### config.mk
export PLATFORM = sky130hd
export DESIGN_NAME = gxf_packet_deframer_top_flat
export DESIGN_NICKNAME = d
export VERILOG_FILES = /design/src/sv/gxfd_pkg.sv /design/src/sv/gxfd_in_if.sv /design/src/sv/gxfd_out_if.sv /design/src/sv/gxfd_ts_unit.sv /design/src/sv/gxfd_parser.sv /design/src/sv/gxfd_fifo.sv /design/src/sv/gxfd_emit.sv /design/src/sv/gxf_packet_deframer_top.sv /design/src/flat_wrapper.sv
export VERILOG_INCLUDE_DIRS = /design/src /design/src/sv
export SDC_FILE = /design/constraint.sdc
export NUM_CORES = 2
export LEC_CHECK = 0
export BUFFER_PORTS_ARGS = -buffer_cell sky130_fd_sc_hd__buf_2
export CORE_ASPECT_RATIO = 1.1
export CORE_MARGIN = 4
export CORE_UTILIZATION = 50
export DETAILED_ROUTE_END_ITERATION = 10
export GPL_ROUTABILITY_DRIVEN = 0
export GPL_TIMING_DRIVEN = 0
export PLACE_DENSITY = 0.66
export SLEW_MARGIN = 20
export SYNTH_ARGS = -nofsm -noshare
export SYNTH_HDL_FRONTEND = slang
export SYNTH_SLANG_ARGS = --single-unit
### constraint.sdc
create_clock -name clk -period 12.5 [get_ports clk]
set_input_delay 3.75 -clock clk [delete_from_list [all_inputs] [get_ports clk]]
set_output_delay 3.75 -clock clk [all_outputs]
set_load 0.005 [all_outputs]
### src/sv/gxf_packet_deframer_top_assert.svh
// assertion helpers for the deframer top level
`ifndef GXF_PACKET_DEFRAMER_TOP_ASSERT_SVH
`define GXF_PACKET_DEFRAMER_TOP_ASSERT_SVH

// same-cycle implication
`define GXFD_ASSERT_NOW(label, ante, cons, msg) \
  label: assert property (@(posedge clk) disable iff (!rst_n) (ante) |-> (cons)) \
    else $error(msg);

// next-cycle implication
`define GXFD_ASSERT_NXT(label, ante, cons, msg) \
  label: assert property (@(posedge clk) disable iff (!rst_n) (ante) |=> (cons)) \
    else $error(msg);

`endif

### src/sv/gxfd_pkg.sv
`default_nettype none
package gxfd_pkg;

  localparam int NUM_STREAMS = 64;

  localparam logic [7:0] TYPE_MEDIA    = 8'hBF;
  localparam logic [7:0] TYPE_EOS      = 8'hFB;
  localparam logic [7:0] MEDIA_ID_BASE = 8'hC0;

  localparam logic [7:0] HDR_LEAD [5] = '{8'h00, 8'h00, 8'h00, 8'h00, 8'h01};
  localparam logic [7:0] HDR_TAIL [6] = '{8'h00, 8'h00, 8'h00, 8'h00, 8'hE1, 8'hE2};

  // ceil(2^33 / 3), exact divide by three for any 32-bit value
  localparam logic [31:0] DIV3_MAGIC = 32'hAAAA_AAAB;

  localparam int FIFO_DEPTH = 4;
  localparam int FIFO_AW    = $clog2(FIFO_DEPTH);

  localparam int CFG_IDX_W  = 3;
  localparam int CFG_DATA_W = 64;

  typedef enum logic [CFG_IDX_W-1:0] {
    CFG_FIRST_FIELD  = 3'd0,
    CFG_FIELDS_FRAME = 3'd1,
    CFG_FRAME_DUR    = 3'd2,
    CFG_ENABLE_MASK  = 3'd3,
    CFG_SYNC_ENABLE  = 3'd4,
    CFG_SYNC_OFFSET  = 3'd5
  } cfg_idx_t;

  typedef enum logic [1:0] {
    PH_HEADER  = 2'd0,
    PH_MEDIA   = 2'd1,
    PH_PAYLOAD = 2'd2,
    PH_SKIP    = 2'd3
  } phase_t;

  typedef enum logic [1:0] {
    KIND_PAYLOAD = 2'd0,
    KIND_EOS     = 2'd1,
    KIND_ERROR   = 2'd2
  } kind_t;

  typedef struct packed {
    logic [31:0] first_field_number;
    logic [1:0]  fields_per_frame;
    logic [9:0]  ticks_per_frame;
    logic [63:0] stream_enable_mask;
    logic        sync_enable;
    logic [31:0] sync_field_offset;
  } cfg_t;

  typedef struct packed {
    kind_t       kind;
    logic [7:0]  media_id;
    logic [41:0] timestamp;
    logic [31:0] field_number;
    logic [7:0]  payload_byte;
    logic        first_of_packet;
    logic        last_of_packet;
  } item_t;

  typedef struct packed {
    logic  push;
    item_t item;
  } push_t;

  typedef struct packed {
    logic full;
    logic empty;
  } fifo_stat_t;

endpackage
`default_nettype wire

### src/sv/gxfd_in_if.sv
`default_nettype none
interface gxfd_in_if;
  logic       valid;
  logic       ready;
  logic [7:0] stream_byte;

  modport source (output valid, output stream_byte, input ready);
  modport sink (input valid, input stream_byte, output ready);
endinterface
`default_nettype wire

### src/sv/gxfd_out_if.sv
`default_nettype none
interface gxfd_out_if;
  logic        valid;
  logic        ready;
  logic [1:0]  kind;
  logic [7:0]  media_id;
  logic [41:0] timestamp;
  logic [31:0] field_number;
  logic [7:0]  payload_byte;
  logic        first_of_packet;
  logic        last_of_packet;

  modport source (output valid, output kind, output media_id, output timestamp,
                  output field_number, output payload_byte, output first_of_packet,
                  output last_of_packet, input ready);
  modport sink (input valid, input kind, input media_id, input timestamp,
                input field_number, input payload_byte, input first_of_packet,
                input last_of_packet, output ready);
endinterface
`default_nettype wire

### src/sv/gxfd_ts_unit.sv
`default_nettype none
module gxfd_ts_unit
  import gxfd_pkg::*;
(
  input  wire logic        clk,
  input  wire cfg_t        cfg,
  input  wire logic [31:0] field,
  output logic [31:0]      rel,
  output logic [41:0]      ts
);

  // free-running four-stage pipe: field settles long before the media header ends
  logic [31:0] rel_r, rel_d_r, quo_r;
  logic [63:0] prod_r;
  logic [41:0] ts_r;
  logic [31:0] rel_nxt, quo_nxt;
  logic [63:0] prod_nxt;
  logic [41:0] ts_nxt;

  assign rel_nxt  = field - cfg.first_field_number;
  assign prod_nxt = rel_r * DIV3_MAGIC;

  always_comb begin
    case (cfg.fields_per_frame)
      2'd2:    quo_nxt = rel_d_r >> 1;
      2'd3:    quo_nxt = {1'b0, prod_r[63:33]};
      default: quo_nxt = rel_d_r;
    endcase
  end

  assign ts_nxt = quo_r * cfg.ticks_per_frame;

  always_ff @(posedge clk) begin
    rel_r   <= rel_nxt;
    rel_d_r <= rel_r;
    prod_r  <= prod_nxt;
    quo_r   <= quo_nxt;
    ts_r    <= ts_nxt;
  end

  assign rel = rel_r;
  assign ts  = ts_r;

endmodule
`default_nettype wire

### src/sv/gxfd_parser.sv
`default_nettype none
module gxfd_parser
  import gxfd_pkg::*;
(
  input  wire logic       clk,
  input  wire logic       rst_n,
  input  wire cfg_t       cfg,
  gxfd_in_if.sink         in_ch,
  input  wire fifo_stat_t fifo_stat,
  output push_t           wr
);

  phase_t      phase_r, phase_nxt;
  logic [3:0]  byte_index_r, byte_index_nxt;
  logic [7:0]  packet_kind_r, packet_kind_nxt;
  logic [31:0] remaining_r, remaining_nxt;
  logic [7:0]  current_id_r, current_id_nxt;
  logic [31:0] current_field_r, current_field_nxt;
  logic [41:0] current_ts_r, current_ts_nxt;
  logic        header_bad_r, header_bad_nxt;
  logic        at_first_r, at_first_nxt;

  logic        fire;
  logic [7:0]  b;
  logic        hdr_mis;
  logic        hdr_fail;
  logic        last_hdr_byte;
  logic [31:0] rem_dec;
  logic [31:0] rel;
  logic [41:0] ts;
  logic [7:0]  rel_id;
  logic        stream_ok;
  logic        wanted;
  logic [2:0]  tail_sel;

  gxfd_ts_unit u_ts (
    .clk   (clk),
    .cfg   (cfg),
    .field (current_field_r),
    .rel   (rel),
    .ts    (ts)
  );

  assign in_ch.ready   = !fifo_stat.full;
  assign fire          = in_ch.valid && in_ch.ready;
  assign b             = in_ch.stream_byte;
  assign last_hdr_byte = (byte_index_r == 4'd15);
  assign rem_dec       = remaining_r - 32'd1;
  assign tail_sel      = 3'(byte_index_r - 4'd10);

  always_comb begin
    hdr_mis = 1'b0;
    if (byte_index_r < 4'd5) begin
      hdr_mis = (b != HDR_LEAD[byte_index_r[2:0]]);
    end else if (byte_index_r >= 4'd10) begin
      hdr_mis = (b != HDR_TAIL[tail_sel]);
    end
  end

  assign hdr_fail = header_bad_r || hdr_mis || (remaining_r < 32'd16) ||
                    ((packet_kind_r == TYPE_MEDIA) && (remaining_r < 32'd32));

  assign rel_id    = current_id_r - MEDIA_ID_BASE;
  assign stream_ok = (current_id_r >= MEDIA_ID_BASE) &&
                     ({1'b0, rel_id} < 9'(NUM_STREAMS)) &&
                     cfg.stream_enable_mask[rel_id[5:0]];
  assign wanted    = stream_ok && !(cfg.sync_enable && (rel < cfg.sync_field_offset));

  // next phase
  always_comb begin
    phase_nxt = phase_r;
    if (fire) begin
      case (phase_r)
        PH_HEADER: begin
          if (last_hdr_byte) begin
            if (hdr_fail) begin
              phase_nxt = PH_HEADER;
            end else if (packet_kind_r == TYPE_MEDIA) begin
              phase_nxt = PH_MEDIA;
            end else if ((remaining_r - 32'd16) != 32'd0) begin
              phase_nxt = PH_SKIP;
            end else begin
              phase_nxt = PH_HEADER;
            end
          end
        end
        PH_MEDIA: begin
          if (last_hdr_byte) begin
            if (remaining_r == 32'd0) begin
              phase_nxt = PH_HEADER;
            end else begin
              phase_nxt = wanted ? PH_PAYLOAD : PH_SKIP;
            end
          end
        end
        PH_PAYLOAD: begin
          if (rem_dec == 32'd0) begin
            phase_nxt = PH_HEADER;
          end
        end
        PH_SKIP: begin
          if ((remaining_r == 32'd0) || (rem_dec == 32'd0)) begin
            phase_nxt = PH_HEADER;
          end
        end
        default: phase_nxt = PH_HEADER;
      endcase
    end
  end

  // datapath and queue writes
  always_comb begin
    byte_index_nxt    = byte_index_r;
    packet_kind_nxt   = packet_kind_r;
    remaining_nxt     = remaining_r;
    current_id_nxt    = current_id_r;
    current_field_nxt = current_field_r;
    current_ts_nxt    = current_ts_r;
    header_bad_nxt    = header_bad_r;
    at_first_nxt      = at_first_r;

    wr.push                 = 1'b0;
    wr.item.kind            = KIND_PAYLOAD;
    wr.item.media_id        = current_id_r;
    wr.item.timestamp       = current_ts_r;
    wr.item.field_number    = current_field_r;
    wr.item.payload_byte    = b;
    wr.item.first_of_packet = at_first_r;
    wr.item.last_of_packet  = (rem_dec == 32'd0);

    if (fire) begin
      case (phase_r)
        PH_HEADER: begin
          header_bad_nxt = header_bad_r || hdr_mis;
          if (byte_index_r == 4'd5) begin
            packet_kind_nxt = b;
          end
          if ((byte_index_r >= 4'd6) && (byte_index_r <= 4'd9)) begin
            remaining_nxt = {remaining_r[23:0], b};
          end
          if (!last_hdr_byte) begin
            byte_index_nxt = byte_index_r + 4'd1;
          end else begin
            byte_index_nxt = 4'd0;
            if (hdr_fail) begin
              header_bad_nxt = 1'b0;
              remaining_nxt  = 32'd0;
              wr.push        = 1'b1;
              wr.item.kind   = KIND_ERROR;
            end else if (packet_kind_r == TYPE_MEDIA) begin
              remaining_nxt = remaining_r - 32'd32;
            end else begin
              remaining_nxt = remaining_r - 32'd16;
              if (packet_kind_r == TYPE_EOS) begin
                wr.push      = 1'b1;
                wr.item.kind = KIND_EOS;
              end
            end
          end
        end
        PH_MEDIA: begin
          if (byte_index_r == 4'd1) begin
            current_id_nxt = b;
          end
          if ((byte_index_r >= 4'd2) && (byte_index_r <= 4'd5)) begin
            current_field_nxt = {current_field_r[23:0], b};
          end
          if (!last_hdr_byte) begin
            byte_index_nxt = byte_index_r + 4'd1;
          end else begin
            byte_index_nxt = 4'd0;
            current_ts_nxt = ts;
            at_first_nxt   = 1'b1;
          end
        end
        PH_PAYLOAD: begin
          remaining_nxt = rem_dec;
          wr.push       = 1'b1;
          at_first_nxt  = 1'b0;
        end
        PH_SKIP: begin
          if (remaining_r != 32'd0) begin
            remaining_nxt = rem_dec;
          end
          byte_index_nxt = 4'd0;
        end
        default: byte_index_nxt = 4'd0;
      endcase
    end
  end

  always_ff @(posedge clk) begin
    if (!rst_n) begin
      phase_r         <= PH_HEADER;
      byte_index_r    <= 4'd0;
      packet_kind_r   <= 8'd0;
      remaining_r     <= 32'd0;
      current_id_r    <= 8'd0;
      current_field_r <= 32'd0;
      current_ts_r    <= 42'd0;
      header_bad_r    <= 1'b0;
      at_first_r      <= 1'b0;
    end else begin
      phase_r         <= phase_nxt;
      byte_index_r    <= byte_index_nxt;
      packet_kind_r   <= packet_kind_nxt;
      remaining_r     <= remaining_nxt;
      current_id_r    <= current_id_nxt;
      current_field_r <= current_field_nxt;
      current_ts_r    <= current_ts_nxt;
      header_bad_r    <= header_bad_nxt;
      at_first_r      <= at_first_nxt;
    end
  end

endmodule
`default_nettype wire

### src/sv/gxfd_fifo.sv
`default_nettype none
module gxfd_fifo
  import gxfd_pkg::*;
(
  input  wire logic  clk,
  input  wire logic  rst_n,
  input  wire push_t wr,
  input  wire logic  pop,
  output item_t      head,
  output fifo_stat_t stat
);

  item_t              slots_r [FIFO_DEPTH];
  logic [FIFO_AW-1:0] wr_ptr_r, wr_ptr_nxt;
  logic [FIFO_AW-1:0] rd_ptr_r, rd_ptr_nxt;
  logic [FIFO_AW:0]   count_r, count_nxt;

  assign stat.full  = (count_r == (FIFO_AW+1)'(FIFO_DEPTH));
  assign stat.empty = (count_r == '0);
  assign head       = slots_r[rd_ptr_r];

  always_comb begin
    wr_ptr_nxt = wr_ptr_r;
    rd_ptr_nxt = rd_ptr_r;
    count_nxt  = count_r;
    if (wr.push) begin
      wr_ptr_nxt = wr_ptr_r + 1'b1;
    end
    if (pop) begin
      rd_ptr_nxt = rd_ptr_r + 1'b1;
    end
    case ({wr.push, pop})
      2'b10:   count_nxt = count_r + 1'b1;
      2'b01:   count_nxt = count_r - 1'b1;
      default: count_nxt = count_r;
    endcase
  end

  always_ff @(posedge clk) begin
    if (wr.push) begin
      slots_r[wr_ptr_r] <= wr.item;
    end
  end

  always_ff @(posedge clk) begin
    if (!rst_n) begin
      wr_ptr_r <= '0;
      rd_ptr_r <= '0;
      count_r  <= '0;
    end else begin
      wr_ptr_r <= wr_ptr_nxt;
      rd_ptr_r <= rd_ptr_nxt;
      count_r  <= count_nxt;
    end
  end

endmodule
`default_nettype wire

### src/sv/gxfd_emit.sv
`default_nettype none
module gxfd_emit
  import gxfd_pkg::*;
(
  input  wire logic       clk,
  input  wire logic       rst_n,
  input  wire item_t      head,
  input  wire fifo_stat_t fifo_stat,
  output logic            pop,
  gxfd_out_if.source      out_ch
);

  logic  out_valid_r, out_valid_nxt;
  item_t item_r, item_nxt;

  assign pop = !fifo_stat.empty && (!out_valid_r || out_ch.ready);

  // status requests carry only their kind
  always_comb begin
    item_nxt = head;
    if (head.kind != KIND_PAYLOAD) begin
      item_nxt.media_id        = 8'd0;
      item_nxt.timestamp       = 42'd0;
      item_nxt.field_number    = 32'd0;
      item_nxt.payload_byte    = 8'd0;
      item_nxt.first_of_packet = 1'b0;
      item_nxt.last_of_packet  = 1'b0;
    end
  end

  always_comb begin
    out_valid_nxt = out_valid_r;
    if (pop) begin
      out_valid_nxt = 1'b1;
    end else if (out_ch.ready) begin
      out_valid_nxt = 1'b0;
    end
  end

  always_ff @(posedge clk) begin
    if (pop) begin
      item_r <= item_nxt;
    end
  end

  always_ff @(posedge clk) begin
    if (!rst_n) begin
      out_valid_r <= 1'b0;
    end else begin
      out_valid_r <= out_valid_nxt;
    end
  end

  assign out_ch.valid           = out_valid_r;
  assign out_ch.kind            = item_r.kind;
  assign out_ch.media_id        = item_r.media_id;
  assign out_ch.timestamp       = item_r.timestamp;
  assign out_ch.field_number    = item_r.field_number;
  assign out_ch.payload_byte    = item_r.payload_byte;
  assign out_ch.first_of_packet = item_r.first_of_packet;
  assign out_ch.last_of_packet  = item_r.last_of_packet;

endmodule
`default_nettype wire

### src/sv/gxf_packet_deframer_top.sv
// path: a byte that yields a request is written to the queue, then registered in the output stage for out
// throughput: one byte per cycle; in_ch.ready drops only while the 4-entry queue is full
// timestamp: field register plus four pipe stages, done well before the media header ends
// reset: synchronous, active low; clears parser state and config to defaults, no clearing pass
`default_nettype none
`include "gxf_packet_deframer_top_assert.svh"
module gxf_packet_deframer_top
  import gxfd_pkg::*;
(
  input  wire logic                  clk,
  input  wire logic                  rst_n,
  gxfd_in_if.sink                    in_ch,
  gxfd_out_if.source                 out_ch,
  input  wire logic                  cfg_we,
  input  wire logic [CFG_IDX_W-1:0]  cfg_index,
  input  wire logic [CFG_DATA_W-1:0] cfg_data
);

  cfg_t       cfg_r, cfg_nxt;
  push_t      wr;
  item_t      head;
  fifo_stat_t fifo_stat;
  logic       pop;
  logic       status_clear;

  always_comb begin
    cfg_nxt = cfg_r;
    if (cfg_we) begin
      case (cfg_idx_t'(cfg_index))
        CFG_FIRST_FIELD:  cfg_nxt.first_field_number = cfg_data[31:0];
        CFG_FIELDS_FRAME: cfg_nxt.fields_per_frame   = cfg_data[1:0];
        CFG_FRAME_DUR:    cfg_nxt.ticks_per_frame    = cfg_data[9:0];
        CFG_ENABLE_MASK:  cfg_nxt.stream_enable_mask = cfg_data[63:0];
        CFG_SYNC_ENABLE:  cfg_nxt.sync_enable        = cfg_data[0];
        CFG_SYNC_OFFSET:  cfg_nxt.sync_field_offset  = cfg_data[31:0];
        default:          cfg_nxt = cfg_r;
      endcase
    end
  end

  always_ff @(posedge clk) begin
    if (!rst_n) begin
      cfg_r.first_field_number <= 32'd0;
      cfg_r.fields_per_frame   <= 2'd1;
      cfg_r.ticks_per_frame    <= 10'd1;
      cfg_r.stream_enable_mask <= 64'd0;
      cfg_r.sync_enable        <= 1'b0;
      cfg_r.sync_field_offset  <= 32'd0;
    end else begin
      cfg_r <= cfg_nxt;
    end
  end

  gxfd_parser u_parser (
    .clk       (clk),
    .rst_n     (rst_n),
    .cfg       (cfg_r),
    .in_ch     (in_ch),
    .fifo_stat (fifo_stat),
    .wr        (wr)
  );

  gxfd_fifo u_fifo (
    .clk   (clk),
    .rst_n (rst_n),
    .wr    (wr),
    .pop   (pop),
    .head  (head),
    .stat  (fifo_stat)
  );

  gxfd_emit u_emit (
    .clk       (clk),
    .rst_n     (rst_n),
    .head      (head),
    .fifo_stat (fifo_stat),
    .pop       (pop),
    .out_ch    (out_ch)
  );

  assign status_clear = (out_ch.media_id == 8'd0) && (out_ch.timestamp == 42'd0) &&
                        (out_ch.field_number == 32'd0) && (out_ch.payload_byte == 8'd0) &&
                        !out_ch.first_of_packet && !out_ch.last_of_packet;

  `GXFD_ASSERT_NOW(a_no_push_when_full, wr.push, !fifo_stat.full, "push into full queue")
  `GXFD_ASSERT_NXT(a_push_lands, wr.push, !fifo_stat.empty, "pushed request missing")
  `GXFD_ASSERT_NOW(a_status_zeroed, out_ch.valid && (out_ch.kind != KIND_PAYLOAD), status_clear, "status request carries payload fields")

endmodule
`default_nettype wire

### src/flat_wrapper.sv
// flat-port wrapper written by rule: the top's interface ports become plain ports
module gxf_packet_deframer_top_flat import gxfd_pkg::*;
  (clk, rst_n, cfg_we, cfg_index, cfg_data, in_ch_valid, in_ch_stream_byte, in_ch_ready, out_ch_valid, out_ch_kind, out_ch_media_id, out_ch_timestamp, out_ch_field_number, out_ch_payload_byte, out_ch_first_of_packet, out_ch_last_of_packet, out_ch_ready);
  gxfd_in_if in_ch_i ();
  gxfd_out_if out_ch_i ();
  input  wire logic clk;
  input  wire logic rst_n;
  input  wire logic cfg_we;
  input  wire logic [CFG_IDX_W-1:0] cfg_index;
  input  wire logic [CFG_DATA_W-1:0] cfg_data;
  input wire logic [$bits(in_ch_i.valid)-1:0] in_ch_valid;
  input wire logic [$bits(in_ch_i.stream_byte)-1:0] in_ch_stream_byte;
  output wire logic [$bits(in_ch_i.ready)-1:0] in_ch_ready;
  output wire logic [$bits(out_ch_i.valid)-1:0] out_ch_valid;
  output wire logic [$bits(out_ch_i.kind)-1:0] out_ch_kind;
  output wire logic [$bits(out_ch_i.media_id)-1:0] out_ch_media_id;
  output wire logic [$bits(out_ch_i.timestamp)-1:0] out_ch_timestamp;
  output wire logic [$bits(out_ch_i.field_number)-1:0] out_ch_field_number;
  output wire logic [$bits(out_ch_i.payload_byte)-1:0] out_ch_payload_byte;
  output wire logic [$bits(out_ch_i.first_of_packet)-1:0] out_ch_first_of_packet;
  output wire logic [$bits(out_ch_i.last_of_packet)-1:0] out_ch_last_of_packet;
  input wire logic [$bits(out_ch_i.ready)-1:0] out_ch_ready;
  assign in_ch_i.valid = in_ch_valid;
  assign in_ch_i.stream_byte = in_ch_stream_byte;
  assign in_ch_ready = in_ch_i.ready;
  assign out_ch_valid = out_ch_i.valid;
  assign out_ch_kind = out_ch_i.kind;
  assign out_ch_media_id = out_ch_i.media_id;
  assign out_ch_timestamp = out_ch_i.timestamp;
  assign out_ch_field_number = out_ch_i.field_number;
  assign out_ch_payload_byte = out_ch_i.payload_byte;
  assign out_ch_first_of_packet = out_ch_i.first_of_packet;
  assign out_ch_last_of_packet = out_ch_i.last_of_packet;
  assign out_ch_i.ready = out_ch_ready;
  gxf_packet_deframer_top u_core (.clk(clk), .rst_n(rst_n), .in_ch(in_ch_i), .out_ch(out_ch_i), .cfg_we(cfg_we), .cfg_index(cfg_index), .cfg_data(cfg_data));
endmodule
=== Word level (Yosys, flattened, before mapping) ===
Memories as Yosys holds them, arrays and structs flattened. A register that Yosys moved wholly into a read port is not among the register bits.
Cells that the tools add are included.

* Input bits: 80
* Memories kept: 3
* Word-level logic and storage cells: 181
* Bits in registers: 575
* Output and inout bits: 96
* Memory bits (read-only): 128
* Bits in writable memories: 376
* Latch bits: 0

* Reductions and logical operators: 47
* Div/mod/pow operators: 0
* Add/subtract/negate cells: 11
* Muxes and demuxes: 45
* Magnitude comparators: 14
* Shift operators: 0
* Multipliers: 2
* Bitwise logic cells: 2
* Eq/ne operators: 26

{| class="wikitable"
|+ Memories
! name !! words !! width !! rd ports !! clocked after Yosys merged registers in !! write ports !! RTL line !! RTL
|-
| u_core.u_fifo.slots_r || 4 || 94 || 1 || 1 || 1 || gxfd_fifo.sv:13 || <nowiki>item_t slots_r [FIFO_DEPTH];</nowiki>
|-
| (no name shown) || 8 || 8 || 1 || 0 || 0 || gxfd_parser.sv:56 || <nowiki>hdr_mis = (b != HDR_TAIL[tail_sel]);</nowiki>
|-
| (no name shown) || 8 || 8 || 1 || 0 || 0 || gxfd_parser.sv:54 || <nowiki>hdr_mis = (b != HDR_LEAD[byte_index_r[2:0]]);</nowiki>
|}

{| class="wikitable"
|+ Operators by type and width
! kind !! number
|-
| $mux 32 || 5
|-
| $pmux 32 s3 || 1
|-
| $logic_not 32->1 || 2
|-
| $mul 32x32->64 const B || 1
|-
| $pmux 32 s2 || 1
|-
| $reduce_bool 32->1 || 2
|-
| $mul 32x10->42 || 1
|-
| $lt 32x32->1 || 1
|-
| $lt 32x5->1 const B || 1
|-
| $lt 32x6->1 const B || 1
|-
| $mux 8 || 4
|-
| $sub 32x1->32 const B || 1
|-
| $sub 32x32->32 || 1
|-
| $sub 32x5->32 const B || 1
|-
| $sub 32x6->32 const B || 1
|-
| $mux 2 || 11
|-
| $eq 8x8->1 const B || 2
|-
| $ne 8x8->1 || 2
|-
| $reduce_and 2->1 || 8
|-
| $mux 3 || 5
|-
| $reduce_and 3->1 || 5
|-
| $ge 4x4->1 const B || 3
|-
| $mux 1 || 11
|-
| $eq 2x2->1 const B || 5
|-
| other kinds (40) || 71
|}

=== Depth between registers and ports, before layout ===
* Depth after elaboration: 17
* Depth in mapped cells: 27
* Mapped depth without buffers: 27

=== By module ===
Synthesis repeated with hierarchy kept, for this count alone.

* Cells, all modules: 5683
* Area, all modules: 63216.9 um2

{| class="wikitable"
|+ Modules (own cells, without submodules)
! module !! area each (um2) !! sequential area each (um2) !! cells an instance !! instances
|-
| gxfd_ts_unit || 31492.7 || 3383.2 || 3288 || 1
|-
| gxfd_fifo || 14078.5 || 11471.0 || 537 || 1
|-
| gxfd_parser || 8748.4 || 2602.5 || 1126 || 1
|-
| gxf_packet_deframer_top || 5323.9 || 2822.7 || 531 || 1
|-
| gxfd_emit || 3573.4 || 2842.7 || 201 || 1
|}

=== Least setup slack after synthesis ===
No wires, ideal clock.

* Path type: input to register
* Start: input port out_ch_ready
* End: register u_core.u_fifo.count_r[2]
* Arrival time: 10.259 ns
* Path slack: 2.165 ns
* Stages on the path: 8
* Cells stage by stage: inv_1 > a21oi_1 > ha_1 > inv_1 > fa_1 > xor2_1 > or3_1 > a21boi_0

* Cells in the longest elaborated chain, start to end: 4
* Elaborated cells on any way between the ends: 6

{| class="wikitable"
|+ RTL lines
! element !! RTL line !! RTL
|-
| start: declaration || flat_wrapper.sv:22 || <nowiki>input wire logic [$bits(out_ch_i.ready)-1:0] out_ch_ready;</nowiki>
|-
| $logic_or 1x1->1 * || gxfd_emit.sv:16 || <nowiki>assign pop = !fifo_stat.empty && (!out_valid_r || out_ch.ready);</nowiki>
|-
| $logic_and 1x1->1 * || gxfd_emit.sv:16 ||
|-
| net u_core.pop || gxf_packet_deframer_top.sv:23 || <nowiki>logic pop;</nowiki>
|-
| $eq 2x1->1 or $eq 2x2->1 (tied branches) || gxfd_fifo.sv:32 || <nowiki>case ({wr.push, pop})</nowiki>
|-
| $pmux 3 s2 or $reduce_bool 2->1 (tied branches) || n/a ||
|-
| end signal: assignment || gxfd_fifo.sv:53 || <nowiki>count_r <= count_nxt;</nowiki>
|-
| end: declaration || gxfd_fifo.sv:16 || <nowiki>logic [FIFO_AW:0] count_r, count_nxt;</nowiki>
|}

The timed path passes the listed nets; every way through them passes the cells marked *.
A chain may end at the register's enable or synchronous reset.

=== Final worst setup path ===
* Start: register u_core.u_parser.u_ts.rel_r[16] (netlist: u_core.u_parser.u_ts.rel[16])
* End: register u_core.u_parser.u_ts.prod_r[61]

* Cells in the longest elaborated chain, start to end: 1

{| class="wikitable"
|+ RTL lines
! element !! RTL line !! RTL
|-
| start: declaration || gxfd_ts_unit.sv:13 || <nowiki>logic [31:0] rel_r, rel_d_r, quo_r;</nowiki>
|-
| start signal: assignment || gxfd_ts_unit.sv:34 || <nowiki>rel_r <= rel_nxt;</nowiki>
|-
| $mul 32x32->64 || gxfd_ts_unit.sv:21 || <nowiki>assign prod_nxt = rel_r * DIV3_MAGIC;</nowiki>
|-
| net u_core.u_parser.u_ts.prod_nxt[61] || gxfd_ts_unit.sv:17 || <nowiki>logic [63:0] prod_nxt;</nowiki>
|-
| end signal: assignment || gxfd_ts_unit.sv:36 || <nowiki>prod_r <= prod_nxt;</nowiki>
|-
| end: declaration || gxfd_ts_unit.sv:14 || <nowiki>logic [63:0] prod_r;</nowiki>
|}

The timed path passes the listed nets, and every way through them passes these cells.

==> results.cfg <==
[status]
outcome = finished clean

[clock_network]
clock-sinks = 920
cts_setup_buffers = 0
clk_pin_slew_ps = 70
clockRootBuffer = clkbuf_16
postCtsHoldBufs = 0
cts_buffer_depth = 3
tritoncts = built
ctsResizeCount = 0
insertion_delay_ps = 680
h-tree-depth = 3
cts-buffers-inserted = 86

[timing]
final-setup-viol-count = 0
slew_viol_final = 0
fin_crit_sh_pct = 75.57
skew_ps = 46.65
max_freq_mhz = 105.9
hold_viol = 0
relSlewSlack_pct = 24.01
min_period_ps = 9446
worstMarginPinSlew_ps = 1111
grt_setup_unrepaired = false

[placed_design]
port-buffer-count = 174
placed_cells = 7557
hpwlAfterDp_um = 130100

[floorplan]
die_height_um = 379.1
die-area_mm2 = 0.1309
coreArea_mm2 = 0.1238
start_util_pct = 50.55
num_rows = 135
ios = 176
die_w_um = 345.3

[yosys]
ys.flop_type = edfxtp_1
ys_seq_elements = 920
synthDistinctLibCells = 85
synth-edff-count = 470
synth_area_leaders = edfxtp_1 23%, fa_1 19%, dfxtp_1 14%
ys_seq_area_share_pct = 36.94
ys_warn_count = 0
postSynth.asyncResetShare_pct = 0
syn_area_mm2 = 0.06259
synth.top_cell.area_share_pct = 22.55
syn_inst = 5727
syn_area_per_cell_um2 = 10.93
yosysTopAreaCell = edfxtp_1
syn-num-nets = 6917

[worst_setup_path]
rr_startpoint = u_core.u_parser.u_ts.rel[16]$_DFF_P_
crit_arrival_ps = 9990
end_kind = flip-flop
crit_slowest_cell = dfxtp_1
r2r_slack_ps = 3050
critPathMaxStageDelay_ps = 940
crit_top_cell = fa_1
crit_path_max_fanout = 9
crit_path_start_kind = flip-flop
path_cells = ha_1 -> xor2_1 -> ha_1 -> inv_1 -> fa_1 -> fa_1 -> inv_1 -> fa_1 -> fa_1 -> fa_1 -> inv_1 -> fa_1 -> inv_1 -> ha_1 -> a21oi_1 -> nand2_1 -> nor4b_1 -> o221ai_1 -> nand3_1 -> a2111oi_0 -> o21ai_1 -> a21oi_1 -> or4_1 -> o311ai_1
critical_path_class = reg -> reg
r2r_cells = 24
required_ps = 13040
rr_endpoint = u_core.u_parser.u_ts.prod_r[61]$_DFF_P_

[global_routing]
grt_max_degree = 40
grt_pass1_vias = 43820
grt-ovfl-total = 0
grt_usage_pct = 25.53
antenna_found_initial = 15
grt_pass1_wl_um = 256900

[hold_path]
hold_end = u_core.u_parser.current_ts_r[29]$_SDFFE_PN0P_
whs_path_depth = 2
min_path_type = reg -> reg
holdCritStartpoint = u_core.u_parser.u_ts.ts[29]$_DFF_P_

[flow_run]
drv_cap = 0

[route]
route.detailed.drc = 0
dr.pass1.iters = 6
antenna_left = 0
vias = 42820
drt_iter0_drc = 3231
routedWlPerCell_um = 21.43
routed_wirelength_um = 165600
vias_per_cell = 5.540

[layout]
nets = 7191
area_growth_pct = 9.654
drive_gt1_share_pct = 8.214
fin_cells = 7729
-- per-layer routing --
layer  share of wire (%)  global-route usage [%]  up-vias
li1                    -                       -    19580
met3                 8.4                   5.201      345
met2                  47                   42.41     1666
met5               0.022                       0        -
met1                  41                   33.74    21220
met4                 3.4                   8.383        6
-- cell type report --
type / instances / area, µm²
buffer: 246 / 975.9
multi-input combinational: 3761 / 35510
clock inverter: 48 / 405.4
sequential: 920 / 23120
inverter: 800 / 3003
fill: 10590 / 55180
timing repair buffer: 186 / 1149
tap: 1644 / 2057
clock buffer: 114 / 2380
antenna: 10 / 25.02
-- per-stage QoR --
| stage | instance area, µm² | setup TNS, ps | hold WS, ps | worst slack [ps] | utilization (%) |
|---|---|---|---|---|---|
| 5_1_grt | 68610 | 0 | 468.7 | 2730 | 55.42 |
| 3_5_place_dp | 65820 | 0 | 440.6 | 3165 | 53.16 |
| 2_1_floorplan | 62590 | 0 | 402.0 | 2165 | - |
| 4_1_cts | 68610 | 0 | 445.9 | 3126 | 55.41 |
| 3_3_place_gp | 65520 | -254.0 | 435.3 | -239.6 | 52.92 |
| 6_report | 68630 | 0 | 441.8 | 3054 | 55.43 |
-- cells in the mapped netlist, drive strengths merged (45+ instances only) --
cell type,number
nor3,68
nor2,163
clkbuf,201
dfxtp,450
xor2,74
fa,597
ha,513
o21ai,115
mux4,115
nand2,773
and2,179
a21boi,229
buf,45
mux2i,52
nand3,45
inv,800
edfxtp,470
nor2b,138
xnor2,101
a21o,86
a21oi,185
-- flip-flops by register name, indices dropped and copies added, names as in the netlist, 3 cells and up, named ones only --
| register | cells |
|---|---|
| u_core.u_fifo.slots_r | 376 |
| u_core.cfg_r | 141 |
| u_core.u_emit.out_ch.timestamp | 42 |
| u_core.u_parser.current_ts_r | 42 |
| u_core.u_parser.u_ts.ts | 42 |
| u_core.u_emit.out_ch.field_number | 32 |
| u_core.u_parser.current_field_r | 32 |
| u_core.u_parser.remaining_r | 32 |
| u_core.u_parser.u_ts.quo_r | 32 |
| u_core.u_parser.u_ts.rel | 32 |
| u_core.u_parser.u_ts.rel_d_r | 32 |
| u_core.u_parser.u_ts.prod_r | 31 |
| u_core.u_emit.out_ch.media_id | 8 |
| u_core.u_emit.out_ch.payload_byte | 8 |
| u_core.u_parser.current_id_r | 8 |
| u_core.u_parser.packet_kind_r | 8 |
| u_core.u_parser.byte_index_r | 4 |
| u_core.u_fifo.count_r | 3 |
-- cell usage in the layout (no fill, tap or decap), types with 74 or more instances in the layout --
master       n
edfxtp_1   470
xnor2_1    101
dfxtp_1    450
a21boi_0   218
inv_1      800
buf_2      187
a21o_1      86
a21oi_1    184
o21ai_0     96
clkbuf_16   87
clkbuf_1   215
nor2b_1    138
nand2_1    773
xor2_1      74
and2_1     175
nor2_1     161
ha_1       513
mux4_2     115
fa_1       597
-- worst max-delay path by stage --
stage                                              start                                 endpoint  slack (ps)  cells after the start
detailed placement  u_core.u_parser.u_ts.rel[15]$_DFF_P_  u_core.u_parser.u_ts.prod_r[61]$_DFF_P_        3160                     24
global placement                            out_ch_ready    u_core.u_fifo.count_r[2]$_SDFFE_PN0P_        -240                      9
finish              u_core.u_parser.u_ts.rel[16]$_DFF_P_  u_core.u_parser.u_ts.prod_r[61]$_DFF_P_        3050                     24
floorplan                                   out_ch_ready    u_core.u_fifo.count_r[2]$_SDFFE_PN0P_        2170                      8
global route        u_core.u_parser.u_ts.rel[16]$_DFF_P_  u_core.u_parser.u_ts.prod_r[61]$_DFF_P_        2730                     24
CTS                 u_core.u_parser.u_ts.rel[16]$_DFF_P_  u_core.u_parser.u_ts.prod_r[61]$_DFF_P_        3130                     24
-- kinds of logic after synthesis --
family,synth area share (%)
adder cells (fa/ha/maj),29.35
buffers and inverters,6.353
AO/OA/AOI/OAI,8.230
flip-flops,36.94
XOR/XNOR,2.449
multiplexers,5.006
AND/OR/NAND/NOR,11.67
-- worst max-delay path, delay by kind of cell, from the launching register on --
family | cells | cell delay, ps
fa+ha+maj | 9 | 4160
simple gates | 4 | 1700
compound gates | 6 | 1690
flops | 1 | 940
xor+xnor | 1 | 460
buf+inv | 4 | 370
Power is not shown: default switching activity piles up to over one toggle a cycle in this logic, so the estimate is an artifact.
